File: src/design/assert_macros.svh
// Assertion helpers
`ifndef ASSERT_MACROS_SVH
`define ASSERT_MACROS_SVH
`ifndef ASSERT_OFF
`define ASSERT_IMPL(lbl, prop, msg) lbl: assert property (@(posedge clk_i) disable iff (!rst_ni) prop) else $error(msg);
`define ASSERT_NEVER(lbl, cond, msg) lbl: assert property (@(posedge clk_i) disable iff (!rst_ni) !(cond)) else $error(msg);
`else
`define ASSERT_IMPL(lbl, prop, msg)
`define ASSERT_NEVER(lbl, cond, msg)
`endif
`endif

File: src/design/tegr_pkg.sv
package tegr_pkg;
  localparam int unsigned MaxWidth  = 256;
  localparam int unsigned MaxHeight = 256;
  localparam int unsigned CellCount = MaxWidth * MaxHeight;
  localparam int unsigned AddrW     = $clog2(CellCount);
  localparam int unsigned XW        = $clog2(MaxWidth);
  localparam int unsigned YW        = $clog2(MaxHeight);
  localparam logic [31:0] InvSqrt2Q30 = 32'd759250125;
  localparam logic [47:0] MovedMax  = 48'hFFFF_FFFF_FFFF;

  localparam logic [1:0] CmdWrite = 2'd0;
  localparam logic [1:0] CmdRead  = 2'd1;
  localparam logic [1:0] CmdRun   = 2'd2;

  localparam logic [2:0] CfgWidth  = 3'd0;
  localparam logic [2:0] CfgHeight = 3'd1;
  localparam logic [2:0] CfgIter   = 3'd2;
  localparam logic [2:0] CfgTalus  = 3'd3;
  localparam logic [2:0] CfgRelax  = 3'd4;
  localparam logic [2:0] CfgDiag   = 3'd5;

  typedef struct packed {
    logic [1:0]  cmd;
    logic        in_range;
    logic [15:0] cell_index;
    logic [31:0] height_value;
  } tegr_op_t;

  typedef struct packed {
    logic [31:0] read_height;
    logic [47:0] moved_total;
    logic [15:0] passes_done;
  } tegr_res_t;

  typedef struct packed {
    logic [8:0]  w;
    logic [8:0]  h;
    logic [15:0] iter;
    logic [30:0] talus;
    logic [16:0] rel;
    logic        diag;
  } tegr_cfg_t;
endpackage

File: src/design/tegr_if.sv
interface tegr_cmd_if;
  import tegr_pkg::*;
  logic        valid;
  logic        ready;
  logic [1:0]  cmd;
  logic [15:0] cell_index;
  logic signed [31:0] height_value;
  modport source (output valid, cmd, cell_index, height_value, input ready);
  modport sink (input valid, cmd, cell_index, height_value, output ready);
endinterface


File: src/design/tegr_front.sv
module tegr_front import tegr_pkg::*; (
  input  logic      clk_i,
  input  logic      rst_ni,
  tegr_cmd_if.sink  cmd_if,
  input  tegr_cfg_t cfg_i,
  output logic      q_valid_o,
  input  logic      q_ready_i,
  output tegr_op_t  q_op_o
);
  // two-entry queue of classified commands
  tegr_op_t   ent_q [2];
  logic [1:0] cnt_q;
  logic       rd_q, wr_q;
  logic [8:0] w, h;
  logic [17:0] cells;
  tegr_op_t   op;
  logic       push, pop;

  always_comb begin
    w = (cfg_i.w == 9'd0) ? 9'd1 : ((cfg_i.w > 9'(MaxWidth)) ? 9'(MaxWidth) : cfg_i.w);
    h = (cfg_i.h == 9'd0) ? 9'd1 : ((cfg_i.h > 9'(MaxHeight)) ? 9'(MaxHeight) : cfg_i.h);
    cells = 18'(w) * 18'(h);
    op.cmd = cmd_if.cmd;
    op.cell_index = cmd_if.cell_index;
    op.height_value = cmd_if.height_value;
    op.in_range = 18'(cmd_if.cell_index) < cells;
  end

  assign cmd_if.ready = (cnt_q != 2'd2);
  assign push = cmd_if.valid && cmd_if.ready;
  assign pop  = q_valid_o && q_ready_i;
  assign q_valid_o = (cnt_q != 2'd0);
  assign q_op_o = ent_q[rd_q];

  always_ff @(posedge clk_i or negedge rst_ni) begin
    if (!rst_ni) begin
      cnt_q <= 2'd0;
      rd_q <= 1'b0;
      wr_q <= 1'b0;
    end else begin
      if (push) wr_q <= ~wr_q;
      if (pop) rd_q <= ~rd_q;
      cnt_q <= cnt_q + 2'(push) - 2'(pop);
    end
  end

  always_ff @(posedge clk_i) begin
    if (push) ent_q[wr_q] <= op;
  end

  `include "assert_macros.svh"
  `ASSERT_NEVER(a_no_overflow, cnt_q > 2'd2, "queue count out of range")
  `ASSERT_NEVER(a_no_underflow, pop && cnt_q == 2'd0, "pop from empty queue")
  `ASSERT_IMPL(a_full_stall, cnt_q == 2'd2 |-> !cmd_if.ready, "accepted while full")
endmodule

File: src/flat_wrapper.sv
// flat-port wrapper written by rule: the top's interface ports become plain ports
module tegr_front_flat import tegr_pkg::*;
  (clk_i, rst_ni, cfg_i, q_valid_o, q_ready_i, q_op_o, cmd_if_valid, cmd_if_cmd, cmd_if_cell_index, cmd_if_height_value, cmd_if_ready);
  tegr_cmd_if cmd_if_i ();
  input  logic clk_i;
  input  logic rst_ni;
  input  tegr_cfg_t cfg_i;
  output logic q_valid_o;
  input  logic q_ready_i;
  output tegr_op_t q_op_o;
  input wire logic [$bits(cmd_if_i.valid)-1:0] cmd_if_valid;
  input wire logic [$bits(cmd_if_i.cmd)-1:0] cmd_if_cmd;
  input wire logic [$bits(cmd_if_i.cell_index)-1:0] cmd_if_cell_index;
  input wire logic [$bits(cmd_if_i.height_value)-1:0] cmd_if_height_value;
  output wire logic [$bits(cmd_if_i.ready)-1:0] cmd_if_ready;
  assign cmd_if_i.valid = cmd_if_valid;
  assign cmd_if_i.cmd = cmd_if_cmd;
  assign cmd_if_i.cell_index = cmd_if_cell_index;
  assign cmd_if_i.height_value = cmd_if_height_value;
  assign cmd_if_ready = cmd_if_i.ready;
  tegr_front u_core (.clk_i(clk_i), .rst_ni(rst_ni), .cmd_if(cmd_if_i), .cfg_i(cfg_i), .q_valid_o(q_valid_o), .q_ready_i(q_ready_i), .q_op_o(q_op_o));
endmodule
File: config.mk
export PLATFORM = sky130hd
export DESIGN_NAME = tegr_front_flat
export DESIGN_NICKNAME = d
export VERILOG_FILES = /design/src/design/tegr_pkg.sv /design/src/design/tegr_if.sv /design/src/design/tegr_front.sv /design/src/flat_wrapper.sv
export VERILOG_INCLUDE_DIRS = /design/src /design/src/design
export SDC_FILE = /design/constraint.sdc
export NUM_CORES = 1
export LEC_CHECK = 0
export BUFFER_PORTS_ARGS = -buffer_cell sky130_fd_sc_hd__buf_2
export CORE_MARGIN = 5
export CORE_UTILIZATION = 25
export CTS_CLUSTER_SIZE = 20
export DETAILED_ROUTE_END_ITERATION = 10
export PLACE_DENSITY_LB_ADDON = 0.25
export RECOVER_POWER = 100
export SYNTH_ARGS = -nofsm -noshare
export SYNTH_HDL_FRONTEND = slang
export SYNTH_SLANG_ARGS = --single-unit
File: constraint.sdc
create_clock -name clk_i -period 5.6 [get_ports clk_i]
set_input_delay 0.28 -clock clk_i [delete_from_list [all_inputs] [get_ports clk_i]]
set_output_delay 0.28 -clock clk_i [all_outputs]
set_load 0.01 [all_outputs]
==> key figures, run 1 <==
Pwr
  – Clock group share of total power: 0.209
  – Max VDD drop: roughly 140 µV
  – Switching power: 971.9 µW
  – Net switching share of the total power: 0.3380
  – Logic pwr share: 0.389
  – Leak: 3.789 nW
  – Pwr Total: 2.875 mW
  – Design internal power: about 1.9 mW
  – Sequential power share: 0.402
  – Pwr Density: 316.8 nW/µm²

CTS
  – CTS root buf: clkbuf_16
  – Worst-path clk slew: ~0.080 ns
  – CTS Buf Count: 9
  – CTS tree: done
  – Htree depth: 3
  – Worst-Skew Late Latency: about 0.34 ns
  – CTS sink count: around 110
  – Clock Path Buffers: 2

Worst setup path
  – Worst r2r src: u_core.cnt_q[1]
  – Arr. time, crit path: 5.51 ns
  – Crit-path leading delay family: adder cells
  – Crit path max fanout: 4
  – CP endpoint kind: flop
  – Slowest cell on the critical path: fa_2
  – Crit path top cell by count: a21o_1
  – Worst setup path class: primary input to flop
  – Max incr delay on CP: around 0.54 ns
  – Req. time, crit path: approximately 5.8 ns
  – R2R setup slack: 2.20 ns
  – Worst Setup Start Kind: primary input
  – Reg-to-Reg End: u_core.ent_q[0][32]
  – Cells on worst reg2reg path: 4
  – Buf/Inv on CP: 6

Floorplanning
  – Die Y: between 150 and 200 µm
  – Die area: 31530 µm²
  – Core Rows: 61
  – Initial Util: 0.2527
  – Core Area: 27780 µm²
  – Num ports: 190
  – Die X: roughly 180 µm

Worst hold path
  – Hold path startpoint: cmd_if_height_value[9]
  – Hold EP: u_core.ent_q[1][9]
  – Hold Path Stages: 1
  – Hold crit path type: primary input to flop

Placed design
  – Post-DP Area: around 8700 µm²
  – Final HPWL DP: about 13000 µm
  – Placed Cells: 1148
  – Worst slack, placed: -0.3473 ns
  – Routability congestion estimate: 0.8310
  – PortBufs: 124

Timing
  – Final Skew: 0.007904 ns
  – Max Freq: approximately 0.19 GHz
  – Worst slew pin tran: just over 3 ns
  – Hold_ws: ~0.12 ns
  – Max-slew headroom: -1.032
  – Min Tclk post-route: 5.338 ns
  – Final hold vios: 0
  – Fin crit share: 0.9533
  – Max Slew Vio Count: 149
  – Setup ws final: 0.2617 ns
  – Setup TNS: 0 ns
  – Final setup violation count: 0

Yosys
  – Main synth FF type: edfxtp_1
  – Yosys top cell by area: edfxtp_1
  – FF+latch count, synth: between 100 and 150
  – Syn Area/Cell: 12.10 µm²
  – Top-count cell post-synth: edfxtp_1
  – Synthesized Nets: a little over 800
  – Post-Synthesis Cells: a little under 600
  – Synth cell count leaders: edfxtp_1, inv_1, ha_1
  – Asr flop ratio synth: 0.03774
  – Top cell type's share of synthesized area: 0.4364
  – Ranking of synthesized cells by area: edfxtp_1, fa_1, ha_1
  – Seq/Total Area, Yosys: 0.4506
  – Post-synth cell types: 46
  – EDFF count, synth: ~100
  – Mapped Area: ~7000 µm²
  – Yosys warns: 0

Global route
  – Total GRT Usage: 0.09993
  – Vias in the first global route: around 4900
  – First-pass GRT wire length: 25030 µm
  – Initial antenna violation count: 2
  – Largest net degree at the start of global routing: 52
  – GRT overflow: 0

Final layout
  – Share of layout cells above drive strength 1: 0.2942
  – Fillers: 2953
  – Area of the multi-input gates: about 3700 µm²
  – Final Non-Filler Cells: between 1000 and 1500
  – Seq. cell area: 3163 µm²
  – Layout Nets: approximately 1000
  – Layout area overhead: 29.30%
  – Post-layout util: 0.3267
  – Ant. Diodes: 0
  – Finished layout cell area: roughly 9100 µm²

Detailed routing
  – Via count: 4758
  – Wire per inst: ~14 µm
  – Mean number of vias per cell: 4.067
  – Drt first pass iters: 4
  – Initial DRC Count: 225
  – WL final: roughly 16000 µm
  – Drt drc: 0
  – Post-route ant nets: 0

Status
  – Failing checks: max-capacitance violations, max-slew violations
  – Outcome: complete, but fails checks

Job
  – MaxCap Viol Count: 3
==> area by class of cell <==
type	instances	share of cell area
timing repair buffer	210	0.1278
clock inverter	7	0.007168
clock buffer	9	0.02481
multi-input combinational	371	0.4028
inverter	89	0.03681
sequential	106	0.3485
tap	378	0.05211
==> repair_timing <==
item                       CTS  global route
gates resized for setup      0            35
hold endpoints to repair     4             0
buffers inserted             0             5
hold buffers                 1             0
setup endpoints to repair    0             2
==> power by group through the flow <==
stage          sequential, mW  clock (mW)  combinational (mW)
6_report                 1.16       0.600                1.12
5_1_grt                  1.17       0.663                1.25
4_1_cts                  1.14       0.624                1.15
3_5_place_dp             1.16           0                1.14
3_3_place_gp             1.15           0                1.14
2_1_floorplan            1.14           0               0.722
==> cell families (layout without fill, tap and decap cells) <==
logic type / after synthesis / after routing / share of synthesized area
adder cells (fa/ha/maj): 105 / 105 / 0.2406
AND/OR/NAND/NOR: 151 / 151 / 0.09964
AO/OA/AOI/OAI: 52 / 52 / 0.05615
flip-flops: 106 / 106 / 0.4506
XOR/XNOR: 12 / 12 / 0.01497
multiplexers: 51 / 51 / 0.08182
buffers and inverters: 103 / 315 / 0.05615
==> cell usage in the layout (no fill, tap or decap), types with 7 or more instances in the layout <==
cell | netlist | layout
edfxtp_1 | 102 | 102
inv_1 | 89 | 87
clkbuf_1 | 12 | 84
buf_4 | 2 | 81
nor2_1 | 53 | 50
mux2_2 | 51 | 50
ha_1 | 55 | 49
fa_1 | 50 | 48
nand2_1 | 47 | 43
buf_2 | 0 | 43
nor2b_1 | 12 | 12
nand2b_1 | 10 | 10
a21o_1 | 10 | 10
a21oi_1 | 12 | 9
clkbuf_16 | 0 | 9
xnor2_1 | 8 | 8
and2_1 | 8 | 7
==> flip-flops by register name (all words and copies together) (netlist names) <==
register,count
u_core.cnt_q,2
u_core.ent_q,102
u_core.rd_q,1
u_core.wr_q,1
==> worst register-to-register path: stages, from the launching register on <==
cell and delay, ns:
dfrtp_1 0.40, nand2_1 0.10, nand2_1 0.14, nor2_4 0.10
clkbuf_1 2.14
==> per-layer routing <==
| layer | vias to the layer above | wire [µm] | global-route usage |
|---|---|---|---|
| li1 | 2365 | - | - |
| met2 | 113 | 7083 | 0.1603 |
| met1 | 2265 | 7955 | 0.1415 |
| met5 | - | 25 | 0 |
| met3 | 11 | 841 | 0.01832 |
| met4 | 4 | 138 | 0.02127 |
==> how the worst max path moves through the flow <==
stage	start	to	slack, ns	cells after the start
6_report	cfg_i[66]	u_core.ent_q[1][48]	0.26	27
5_1_grt	cfg_i[66]	u_core.ent_q[0][48]	-0.03	27
4_1_cts	cfg_i[80]	u_core.ent_q[1][48]	0.003	26
3_5_place_dp	cfg_i[69]	u_core.ent_q[1][48]	-0.35	27
3_3_place_gp	cfg_i[80]	u_core.ent_q[0][48]	-0.35	26
2_1_floorplan	cfg_i[80]	u_core.ent_q[0][48]	0.05	25
Power figures use the tool's default switching activity.
==> run 2, diff against run 1 <==
--- a/config.mk
+++ b/config.mk
@@ -8,7 +8,7 @@
 export LEC_CHECK = 0
 export BUFFER_PORTS_ARGS = -buffer_cell sky130_fd_sc_hd__buf_2
 export CORE_MARGIN = 5
-export CORE_UTILIZATION = 25
+export CORE_UTILIZATION = 58
 export CTS_CLUSTER_SIZE = 20
 export DETAILED_ROUTE_END_ITERATION = 10
 export PLACE_DENSITY_LB_ADDON = 0.25
==> run 2 against run 1 <==
Effect of this change: the run still ends with max-capacitance violations, max-slew violations left; sequential power is 4% higher; global-route usage rose by 10 points; core utilization is 39 points higher; combinational power decreased by 9%; power decreased by 3.1%; final cell count fell by 20%; maximum frequency shrank 1.4%; sequential cell count unchanged; die area down 54%; sequential share of layout area is 1.8 points higher.
==> key figures, run 2 (synthesized netlist as in run 1, its figures left out) <==
Status
  – Outcome: complete, but fails checks
  – Failing checks: max-capacitance violations, max-slew violations

Final layout
  – Commonest non-fill, non-tap cells in the layout: edfxtp_1, clkbuf_1, inv_1
  – Largest register by flop count: u_core.ent_q
  – Area of the multi-input gates: 3585 µm²
  – Top flop regs: u_core.ent_q (102), u_core.cnt_q (2)
  – Fillers: about 870
  – Commonest non-fill, non-tap cell in the layout: edfxtp_1
  – Max reg flops: between 100 and 150
  – Layout area overhead: 22.94%
  – Seq. cell area: roughly 3200 µm²
  – Finished layout cell area: between 8000 and 9000 µm²
  – Layout Nets: just over 1000
  – Ant. Diodes: 0
  – Share of layout cells above drive strength 1: 0.2713

Worst setup path
  – Worst r2r src: u_core.cnt_q[1]
  – Crit-path leading delay family: adder cells
  – Crit path max fanout: 4
  – Cells on worst reg2reg path: 4
  – Stages on worst setup path: 28
  – Slowest cell on the critical path: fa_1
  – R2R setup slack: around 2.3 ns
  – CP Capture Point: u_core.ent_q[1][48]
  – Req. time, crit path: around 5.8 ns
  – Worst setup path class: primary input to flop
  – Max incr delay on CP: 0.52 ns
  – Reg-to-Reg End: u_core.ent_q[0][28]
  – Arr. time, crit path: ~5.6 ns
  – Worst Setup Start Kind: primary input
  – CP endpoint kind: flop
  – Setup crit start: cfg_i[66]
  – Buf/Inv on CP: 6

Detailed routing
  – Uppermost layer routed: met4
  – DR WL met3: between 600 and 700 µm
  – Met2 WL: between 7000 and 8000 µm
  – Wire per inst: roughly 16 µm
  – Drt first pass iters: 4
  – Mean number of vias per cell: approximately 5.2
  – WL final: around 15000 µm
  – Post-route ant nets: 0
  – DRT met1 WL: about 5900 µm
  – Via count: approximately 4800
  – Drt drc: 0
  – Initial DRC Count: ~220

Placed design
  – Final HPWL DP: between 10000 and 15000 µm
  – PortBufs: between 100 and 150
  – Post-DP Area: between 8000 and 9000 µm²
  – Routability congestion estimate: approximately 0.95

Job
  – MaxCap Viol Count: 3

Timing
  – Max Slew Vio Count: 144
  – Fin crit share: 0.9669
  – Final setup violation count: 0
  – Max Freq: around 0.18 GHz
  – Final Skew: 0.009325 ns
  – Hold_ws: 0.1362 ns
  – Final hold vios: 0
  – Worst slew pin tran: approximately 2.5 ns
  – Min Tclk post-route: between 5 and 6 ns
  – Max-slew headroom: -0.6989
  – Setup TNS: 0 ns

Global route
  – Vias in the first global route: just over 5000
  – First-pass GRT wire length: between 20000 and 25000 µm
  – Largest net degree at the start of global routing: between 50 and 60
  – Initial antenna violation count: 0
  – GRT overflow: 0
  – Total GRT Usage: 0.2044

Floorplanning
  – Die X: ~120 µm
  – Die Y: around 120 µm
  – Num ports: 190
  – Core Rows: 40
  – Initial Util: 0.5868
  – Die area: approximately 14000 µm²
  – Core Area: around 12000 µm²

CTS
  – CTS Buf Count: 9
  – CTS sink count: about 110
  – Worst-Skew Late Latency: between 0.3 and 0.4 ns
  – Htree depth: 3
  – CTS root buf: clkbuf_16
  – Clock Path Buffers: 2
  – CTS tree: done
  – Worst-path clk slew: 0.07 ns

Pwr
  – Max VDD drop: between 200 and 250 µV
  – Leak: 3.736 nW
  – Pwr Density: ~320 nW/µm²

Worst hold path
  – Hold crit path type: primary input to flop
run 2: cell count changes in the layout (fill, tap and decap cells not counted), moves of 3 or more:
cell      change
ha_4          -3
clkinv_4      -3
buf_2         -5
nand2_1       +4
buf_4         -5
clkbuf_1      +7
nand2_2       -4
run 2: layout make-up:
type	count	area share
Inverter	89	0.03871
Sequential cell	106	0.3665
Multi-Input combinational cell	371	0.4154
Clock inverter	4	0.003045
Clock buffer	12	0.02740
Timing Repair Buffer	203	0.1276
Tap cell	147	0.02131
run 2: worst reg2reg max path, stage by stage (launching register included):
cell	delay, ns
dfrtp_1	0.41
nand2_1	0.10
nand2_1	0.11
nor2_1	0.38
clkbuf_1	1.86
run 2: report_power, final:
group	internal, mW	switching [mW]	leakage [nW]	total, mW
Combinational	0.473	0.551	2.62	1.02
Sequential	1.10	0.114	0.994	1.21
Clock	0.302	0.248	0.127	0.550
Total	1.87	0.913	3.74	2.79
run 2: what timing repair did:
action | CTS | global route
hold buffers | 1 | 0
setup endpoints to repair | 0 | 2
setup buffers | 0 | 5
gates resized for setup | 0 | 24
hold endpoints to repair | 4 | 0
run 2: routing by layer:
metal  vias up  global-route usage
li1       2358                   -
met1      2307              0.2492
met2       126              0.3730
met3        30             0.02403
met4         0             0.07301
met5         -                   0
run 2: how the worst min path moves through the flow:
stage,startpoint,end,slack [ns],cells after the start
6_report,cmd_if_height_value[25],u_core.ent_q[1][25],0.14,1
5_1_grt,cmd_if_height_value[17],u_core.ent_q[1][17],0.12,1
4_1_cts,cmd_if_height_value[7],u_core.ent_q[0][7],0.12,1
3_5_place_dp,rst_ni,u_core.cnt_q[1],0.09,1
3_3_place_gp,rst_ni,u_core.wr_q,0.09,1
2_1_floorplan,rst_ni,u_core.cnt_q[0],-0.02,0
run 2: metrics by stage:
step | cells | util | power [mW] | setup slack [ns]
4_1_cts | 927 | 0.7187 | 2.806 | 0.02309
6_report | 932 | 0.7214 | 2.786 | 0.1855
3_3_place_gp | 910 | 0.6959 | 2.214 | -0.2266
2_1_floorplan | 580 | - | 1.862 | 0.05453
3_5_place_dp | 910 | 0.6959 | 2.251 | -0.3328
5_1_grt | 932 | 0.7214 | 2.961 | -0.08609
